===== src/lsac_pkg.sv =====
// Shared types and constants for the limit switch arm controller.
// No dependencies; used by every module of the block.
package lsac_pkg;

	// Configuration register file
	localparam int CFG_W     = 16;
	localparam int CFG_IDX_W = 2;

	localparam logic [CFG_IDX_W-1:0] CFG_START_HOLDOFF  = 2'd0;
	localparam logic [CFG_IDX_W-1:0] CFG_TOGGLE_HOLDOFF = 2'd1;
	localparam logic [CFG_IDX_W-1:0] CFG_BLINK_PERIOD   = 2'd2;

	localparam logic [CFG_W-1:0] START_HOLDOFF_RST  = 16'd1000;
	localparam logic [CFG_W-1:0] TOGGLE_HOLDOFF_RST = 16'd500;
	localparam logic [CFG_W-1:0] BLINK_PERIOD_RST   = 16'd200;

	// Mode codes
	localparam int MODE_W = 3;
	localparam logic [MODE_W-1:0] MODE_STOPPED = 3'd0;
	localparam logic [MODE_W-1:0] MODE_IN      = 3'd1;
	localparam logic [MODE_W-1:0] MODE_OUT     = 3'd2;
	localparam logic [MODE_W-1:0] MODE_CLOSED  = 3'd3;
	localparam logic [MODE_W-1:0] MODE_OPEN    = 3'd4;
	localparam logic [MODE_W-1:0] MODE_ERROR   = 3'd5;

	// Serial move command characters
	localparam logic [7:0] CHAR_MOVE_LO = 8'h6F; // 'o'
	localparam logic [7:0] CHAR_MOVE_UP = 8'h4F; // 'O'

	// Sensor inputs of one tick
	typedef struct packed {
		logic lim_in;
		logic lim_out;
		logic sw_act;
		logic expired;
	} tick_t;

	// Mode machine decision for one tick
	typedef struct packed {
		logic [MODE_W-1:0] mode;
		logic              relay;
		logic              reload;
		logic              reload_start;
	} mode_upd_t;

endpackage


===== src/lsac_mode.sv =====
// Next-mode logic of the arm controller: six-state machine with relay level.
// Depends on lsac_pkg.
module lsac_mode (
	input  logic [lsac_pkg::MODE_W-1:0] mode,
	input  logic                        relay,
	input  lsac_pkg::tick_t             tick,
	output lsac_pkg::mode_upd_t         upd
);

	logic both;
	logic go;

	assign both = tick.lim_in && tick.lim_out;
	assign go   = tick.sw_act && tick.expired;

	// Mode transitions; a switch-driven move asks for a hold-off reload
	always_comb begin
		upd.mode         = mode;
		upd.relay        = relay;
		upd.reload       = 1'b0;
		upd.reload_start = 1'b0;
		unique case (mode)
			lsac_pkg::MODE_STOPPED: begin
				upd.relay = 1'b0;
				if (both) begin
					upd.mode = lsac_pkg::MODE_ERROR;
				end else if (tick.lim_in) begin
					upd.mode = lsac_pkg::MODE_CLOSED;
				end else if (tick.lim_out) begin
					upd.mode = lsac_pkg::MODE_OPEN;
				end else if (go) begin
					upd.reload       = 1'b1;
					upd.reload_start = 1'b1;
					upd.mode         = lsac_pkg::MODE_OUT;
				end
			end
			lsac_pkg::MODE_IN: begin
				if (both) begin
					upd.mode = lsac_pkg::MODE_ERROR;
				end else begin
					upd.relay = 1'b0;
					if (tick.lim_in)
						upd.mode = lsac_pkg::MODE_CLOSED;
				end
			end
			lsac_pkg::MODE_OUT: begin
				if (both) begin
					upd.mode = lsac_pkg::MODE_ERROR;
				end else begin
					upd.relay = 1'b1;
					if (go) begin
						upd.reload = 1'b1;
						upd.mode   = lsac_pkg::MODE_STOPPED;
					end else if (tick.lim_out) begin
						upd.mode = lsac_pkg::MODE_OPEN;
					end
				end
			end
			lsac_pkg::MODE_CLOSED: begin
				if (both) begin
					upd.mode = lsac_pkg::MODE_ERROR;
				end else begin
					upd.relay = 1'b0;
					if (go) begin
						upd.reload = 1'b1;
						upd.mode   = lsac_pkg::MODE_OUT;
					end
				end
			end
			lsac_pkg::MODE_OPEN: begin
				if (both) begin
					upd.mode = lsac_pkg::MODE_ERROR;
				end else begin
					upd.relay = 1'b1;
					if (go) begin
						upd.reload = 1'b1;
						upd.mode   = lsac_pkg::MODE_IN;
					end
				end
			end
			lsac_pkg::MODE_ERROR: begin
				upd.relay = 1'b0;
				if (tick.lim_in && !tick.lim_out)
					upd.mode = lsac_pkg::MODE_CLOSED;
				else if (!tick.lim_in && tick.lim_out)
					upd.mode = lsac_pkg::MODE_OPEN;
				else if (!tick.lim_in && !tick.lim_out)
					upd.mode = lsac_pkg::MODE_STOPPED;
			end
			default: begin
				// unused codes hold everything
			end
		endcase
	end

endmodule


===== src/lsac_blink.sv =====
// LED blink divider: countdown, 3-bit phase and LED level chosen by mode.
// Depends on lsac_pkg.
module lsac_blink #(
	parameter int TIMER_WIDTH = 16
) (
	input  logic                        clk,
	input  logic                        arst_n,
	input  logic                        step,
	input  logic [lsac_pkg::CFG_W-1:0]  blink_period,
	input  logic [lsac_pkg::MODE_W-1:0] mode_next,
	output logic                        led
);

	localparam int WW = lsac_pkg::CFG_W + TIMER_WIDTH;

	logic [TIMER_WIDTH-1:0] count_q;
	logic [2:0]             phase_q;
	logic                   led_q;
	logic [TIMER_WIDTH-1:0] period_load;
	logic [WW-1:0]          period_wide;
	logic                   led_next;

	// Period saturates at the counter maximum
	assign period_wide = {{TIMER_WIDTH{1'b0}}, blink_period};
	always_comb begin
		if (period_wide > {{lsac_pkg::CFG_W{1'b0}}, {TIMER_WIDTH{1'b1}}})
			period_load = {TIMER_WIDTH{1'b1}};
		else
			period_load = period_wide[TIMER_WIDTH-1:0];
	end

	// LED level from the old phase bits
	always_comb begin
		led_next = led_q;
		case (mode_next)
			lsac_pkg::MODE_IN:     led_next = phase_q[2];
			lsac_pkg::MODE_OUT:    led_next = phase_q[1];
			lsac_pkg::MODE_CLOSED: led_next = 1'b0;
			lsac_pkg::MODE_OPEN:   led_next = 1'b1;
			lsac_pkg::MODE_ERROR:  led_next = phase_q[1] & phase_q[0];
			default:               led_next = led_q;
		endcase
	end

	// Divider step once per tick
	always_ff @(posedge clk or negedge arst_n) begin
		if (!arst_n) begin
			count_q <= '0;
			phase_q <= '0;
			led_q   <= 1'b0;
		end else if (step) begin
			if (count_q == '0) begin
				count_q <= period_load;
				phase_q <= phase_q + 3'd1;
				led_q   <= led_next;
			end else begin
				count_q <= count_q - 1'b1;
			end
		end
	end

	assign led = led_q;

endmodule


===== src/limit_switch_arm_controller.sv =====
// Limit switch arm controller (top level): one result beat per tick beat.
// Depends on lsac_pkg, lsac_mode and lsac_blink.
//
// Each input beat is one millisecond tick with the two limit sensors, the switch and
// an optional serial byte; an 'o' or 'O' latches a move command. The tick is folded
// into the mode, hold-off, command, relay and blink registers in the cycle it is
// accepted, and those registers are the result beat (relay_drive, led_on, mode_code)
// shown with out_valid on the next cycle. One tick per clock is sustained: the only
// thing that holds in_ready low is a result beat that is still not taken.
// Configuration writes take effect on the next tick.
module limit_switch_arm_controller #(
	parameter int TIMER_WIDTH = 16
) (
	input  logic                           clk,
	input  logic                           arst_n,
	// configuration
	input  logic                           cfg_we,
	input  logic [lsac_pkg::CFG_IDX_W-1:0] cfg_index,
	input  logic [lsac_pkg::CFG_W-1:0]     cfg_data,
	// tick channel
	input  logic                           in_valid,
	output logic                           in_ready,
	input  logic                           limit_in_active,
	input  logic                           limit_out_active,
	input  logic                           switch_pressed,
	input  logic                           byte_valid,
	input  logic [7:0]                     rx_byte,
	// result channel
	output logic                           out_valid,
	input  logic                           out_ready,
	output logic                           relay_drive,
	output logic                           led_on,
	output logic [2:0]                     mode_code
);

	localparam int WW = lsac_pkg::CFG_W + TIMER_WIDTH;

	logic [lsac_pkg::CFG_W-1:0]  start_holdoff_q;
	logic [lsac_pkg::CFG_W-1:0]  toggle_holdoff_q;
	logic [lsac_pkg::CFG_W-1:0]  blink_period_q;

	logic [lsac_pkg::MODE_W-1:0] mode_q;
	logic [TIMER_WIDTH-1:0]      hold_q;
	logic                        cmd_q;
	logic                        relay_q;
	logic                        out_valid_q;

	logic                        accept;
	logic                        cmd_set;
	logic                        cmd_now;
	logic [lsac_pkg::CFG_W-1:0]  holdoff_sel;
	logic [WW-1:0]               holdoff_wide;
	logic [TIMER_WIDTH-1:0]      holdoff_load;
	logic [TIMER_WIDTH-1:0]      hold_next;
	lsac_pkg::tick_t             tick;
	lsac_pkg::mode_upd_t         upd;

	// Handshake: a new tick goes in whenever the result slot is free or draining
	assign in_ready = !out_valid_q || out_ready;
	assign accept   = in_valid && in_ready;

	// Configuration registers
	always_ff @(posedge clk or negedge arst_n) begin
		if (!arst_n) begin
			start_holdoff_q  <= lsac_pkg::START_HOLDOFF_RST;
			toggle_holdoff_q <= lsac_pkg::TOGGLE_HOLDOFF_RST;
			blink_period_q   <= lsac_pkg::BLINK_PERIOD_RST;
		end else if (cfg_we) begin
			unique case (cfg_index)
				lsac_pkg::CFG_START_HOLDOFF:  start_holdoff_q  <= cfg_data;
				lsac_pkg::CFG_TOGGLE_HOLDOFF: toggle_holdoff_q <= cfg_data;
				lsac_pkg::CFG_BLINK_PERIOD:   blink_period_q   <= cfg_data;
				default: begin
					// index beyond the register file is ignored
				end
			endcase
		end
	end

	// Command latch and switch activity
	assign cmd_set = byte_valid &&
		(rx_byte == lsac_pkg::CHAR_MOVE_LO || rx_byte == lsac_pkg::CHAR_MOVE_UP);
	assign cmd_now = cmd_q || cmd_set;

	assign tick.lim_in  = limit_in_active;
	assign tick.lim_out = limit_out_active;
	assign tick.sw_act  = switch_pressed || cmd_now;
	assign tick.expired = (hold_q == '0);

	lsac_mode u_mode (
		.mode  (mode_q),
		.relay (relay_q),
		.tick  (tick),
		.upd   (upd)
	);

	// Hold-off reload value, saturated at the counter maximum
	assign holdoff_sel  = upd.reload_start ? start_holdoff_q : toggle_holdoff_q;
	assign holdoff_wide = {{TIMER_WIDTH{1'b0}}, holdoff_sel};
	always_comb begin
		if (holdoff_wide > {{lsac_pkg::CFG_W{1'b0}}, {TIMER_WIDTH{1'b1}}})
			holdoff_load = {TIMER_WIDTH{1'b1}};
		else
			holdoff_load = holdoff_wide[TIMER_WIDTH-1:0];
	end

	always_comb begin
		if (upd.reload)
			hold_next = holdoff_load;
		else if (tick.expired)
			hold_next = hold_q;
		else
			hold_next = hold_q - 1'b1;
	end

	// Tick state, which is also the result beat
	always_ff @(posedge clk or negedge arst_n) begin
		if (!arst_n) begin
			mode_q  <= lsac_pkg::MODE_STOPPED;
			hold_q  <= '0;
			cmd_q   <= 1'b0;
			relay_q <= 1'b0;
		end else if (accept) begin
			mode_q  <= upd.mode;
			hold_q  <= hold_next;
			cmd_q   <= cmd_now && !upd.reload;
			relay_q <= upd.relay;
		end
	end

	lsac_blink #(
		.TIMER_WIDTH (TIMER_WIDTH)
	) u_blink (
		.clk          (clk),
		.arst_n       (arst_n),
		.step         (accept),
		.blink_period (blink_period_q),
		.mode_next    (upd.mode),
		.led          (led_on)
	);

	// Result valid flag
	always_ff @(posedge clk or negedge arst_n) begin
		if (!arst_n)
			out_valid_q <= 1'b0;
		else if (accept)
			out_valid_q <= 1'b1;
		else if (out_ready)
			out_valid_q <= 1'b0;
	end

	assign out_valid   = out_valid_q;
	assign relay_drive = relay_q;
	assign mode_code   = mode_q;

`ifndef SYNTHESIS
	// the state never moves while a result beat is stalled
	a_no_overwrite: assert property (@(posedge clk) disable iff (!arst_n)
		out_valid && !out_ready |=> $stable(mode_code) && $stable(relay_drive) && $stable(led_on))
		else $error("result beat changed while stalled");

	// mode register holds a defined code
	a_mode_legal: assert property (@(posedge clk) disable iff (!arst_n)
		mode_q <= lsac_pkg::MODE_ERROR)
		else $error("mode register holds an undefined code");

	// the relay is never energized once fully closed
	a_closed_relay: assert property (@(posedge clk) disable iff (!arst_n)
		out_valid && mode_code == lsac_pkg::MODE_CLOSED |-> !relay_drive)
		else $error("relay energized in closed mode");

	// a switch-driven move always clears the latched command
	a_reload_clears: assert property (@(posedge clk) disable iff (!arst_n)
		accept && upd.reload |=> !cmd_q)
		else $error("command still pending after a switch-driven move");
`endif

endmodule

===== config.mk =====
export PLATFORM = sky130hd
export DESIGN_NAME = limit_switch_arm_controller
export DESIGN_NICKNAME = d
export VERILOG_FILES = /design/src/lsac_pkg.sv /design/src/lsac_mode.sv /design/src/lsac_blink.sv /design/src/limit_switch_arm_controller.sv
export SDC_FILE = /design/constraint.sdc
export NUM_CORES = 1
export LEC_CHECK = 0
export BUFFER_PORTS_ARGS = -buffer_cell sky130_fd_sc_hd__buf_2
export CAP_MARGIN = 20
export CORE_MARGIN = 2
export CORE_UTILIZATION = 55
export DETAILED_ROUTE_END_ITERATION = 12
export PLACE_DENSITY = 0.84
export REMOVE_ABC_BUFFERS = 1
export SETUP_SLACK_MARGIN = 0.15
export SLEW_MARGIN = 15
export SYNTH_ARGS = -nofsm -noshare
export SYNTH_HDL_FRONTEND = slang
export SYNTH_SLANG_ARGS = --single-unit

===== constraint.sdc =====
create_clock -name clk -period 4.57 [get_ports clk]
set_clock_uncertainty 0.15 [all_clocks]
set_input_delay 0 -clock clk [delete_from_list [all_inputs] [get_ports clk]]
set_output_delay 0 -clock clk [all_outputs]
set_load 0.01 [all_outputs]

==> metrics <==
outcome finished clean; Synth cell types 58; Die X 96.1 um; DIE HEIGHT 96.1 um; Post-synth EDFFs 0; dpl ws 1.63 ns; commonest non-fill, non-tap cell in the layout dfrtp_1; Synth top area share 40.2%; pwr/cell area 445 mW/mm^2; CP peak stage delay 0.48 ns; GRT Resource Usage Total 24.9%; vias in the first global route 3821; # DRC 0; YS warnings 0; Main synth FF type dfrtp_1; fin worst setup slack 1.54 ns; final setup fails 0; P&R area growth vs syn 15.6%; Syn Inst Count 450; DIE AREA 0.00924 sq mm; initial core utilization 56.8%; Crit-path slowest cell or2_1; final net count 550; synth top area cells dfrtp_1 40%, mux2_2 13%, dfstp_2 8.4%; critical path cell sequence inv_1 -> ha_1 -> nor3b_1 -> and4_1 -> nand2_1 -> or2_1 -> a21oi_2 -> buf_4 -> mux2i_1 -> o31ai_1; register bit total from synthesis 90; Worst-Margin Slew 0.879 ns; routed length on met1 4.47 mm; Slew Limit Headroom 41.3%; first-pass GRT wire length 17.7 mm; critical path fanouts, max 14; WL met2 5.33 mm; Final Hold Fails 0; clock buffer depth 2; layout cells sized above 1 27.2%; First DRT Iteration DRCs 291; met3 wire len 602 um; P_leak 2.38 nW; PortBufs 40; Final Power 2.40 mW; post-synth top area cell dfrtp_1; Crit. Startpoint hold_q[0]; via count 3811; Vias/cell 6.15; setup TNS 0 ns; # clock sinks 90; startpoint type of the worst setup path flop; IO Count 42; fin crit share 66.3%; Clk Tree Root Cell clkbuf_8; Filler cells 642; arrival time at the worst endpoint 3.10 ns; placed cell count 580; final cell count without fillers 620; post-route ant nets 0; core area 0.00822 sq mm; Max Used Layer met4; Buf/Inv on CP 2; Clock Latency Late Sink 0.36 ns; number of H-tree levels 3; hold-fix buffers at CTS 24; shortest period the worst path allows 3.03 ns; post-CTS sizing 0; crit path kind reg -> reg; Detailed Route WL 10.6 mm; RSZ-0062 raised after global routing no; asr flop ratio synth 100%; Crit path max-delay family simple AND/OR/NAND/NOR gates; initial antenna violation count 0; DPL Wire Length 7.15 mm; most frequent cells in the layout 75 x dfrtp_1, 52 x mux2_2, 51 x a21oi_1; FF-to-FF Start hold_q[0]; GP Congestion 0.825; num rows 33; top achievable clock speed 0.330 GHz; clk slew on worst S/H paths 0.09 ns; WL/cell 17.1 um; total CTS buffers 9; largest net degree at the start of global routing 91; GRT overflow 0; number of max-cap violations 0; Post-Syn Area 0.00467 sq mm; CP Capture Type flop; worst hold path class in -> async; Avg Inst Size Synth 10.4 sq um; Seq/Total Area, Yosys 48.7%; Data required, critical path 4.64 ns; CTS tree yes; VDD IR-drop max 259 uV; diodes inserted 0; Post-CTS Setup Inserts 0; fin. max-slew vios 0; 1st-pass router iterations 5
==> metrics by stage <==
step / hold WS [ns] / util [%] / area (sq um)
2_1_floorplan: -0.446 / - / 4580
3_3_place_gp: 0.0646 / 60.2 / 4950
3_5_place_dp: 0.0766 / 60.3 / 4960
4_1_cts: 0.0910 / 65.6 / 5390
5_1_grt: 0.118 / 65.7 / 5400
6_report: 0.0951 / 65.7 / 5400
==> sequential cells by signal, indices dropped and copies added (netlist names) <==
register          cells
cmd_q                 1
u_blink.led           1
u_blink.phase_q       3
hold_q               16
start_holdoff_q      16
relay_drive           1
out_valid             1
blink_period_q       16
toggle_holdoff_q     16
mode_code             3
u_blink.count_q      16
==> logic make-up after synthesis <==
group	count (synthesis)	share of synthesized area, %
and+or+nand+nor	130	14.6
AOI/OAI and AO/OA	123	16.2
DFF	90	48.7
muxes	67	15.8
buffers and inverters	32	2.84
adders and majority gates	6	1.55
xor gates and xnor gates	2	0.375
==> per-layer routing <==
layer	global-route usage, %	vias to the layer above
li1	-	1775
met1	31.2	1860
met2	43.4	150
met3	5.01	26
met4	7.62	0
met5	0	-
==> worst reg2reg max path, stage by stage, from the launching register on <==
cell,delay (ns)
dfrtp_1,0.43
inv_1,0.10
ha_1,0.16
nor3b_1,0.26
and4_1,0.36
nand2_1,0.16
or2_1,0.48
a21oi_2,0.29
buf_4,0.24
mux2i_1,0.19
o31ai_1,0.08
==> worst paths after layout <==
kind | end | slack [ns] | cells past startpoint
worst max-delay path | hold_q[0] | 1.54 | 10
worst min register to register | u_blink.phase_q[0] | 0.33 | 1
min in group clk | start_holdoff_q[14] | 0.11 | 4
worst max register to register | hold_q[0] | 1.54 | 10
max in group asynchronous | toggle_holdoff_q[13] | 3.62 | 2
worst min-delay path | out_valid | 0.1 | 2
==> final cells by class <==
class,instances,area (sq um),area share (%)
clock buffer,11,131,2.44
clock inverter,5,63.8,1.18
inverter,12,45.0,0.835
multi-input combinational,328,2270,42.0
sequential,90,2270,42.1
tap,105,131,2.44
timing repair buffer,69,484,8.97
==> synthesized netlist by cell type (all sizes together), types with 2 or more instances <==
library cell  instances
a21oi                52
a22o                  8
a22oi                 3
a31oi                 5
a32o                  3
a41oi                 2
and2                  2
and3                  4
and4                  3
buf                   6
clkbuf               14
dfrtp                75
dfstp                15
ha                    5
inv                  12
mux2                 52
mux2i                15
nand2                34
nand2b                6
nand3                 5
nand3b                2
nand4                 3
nor2                 29
nor2b                 2
nor3                 15
nor3b                 4
nor4                  6
o211ai                4
o21ai                29
o22ai                 3
o31ai                 3
o41ai                 2
or2                   7
or3                   3
or4                   2
==> power by group <==
group          internal [mW]  switching, mW
logic                  0.291          0.329
clock network          0.257          0.294
registers               1.02          0.213
total                   1.57          0.836
No activity file was read; power rests on OpenSTA's default activity.
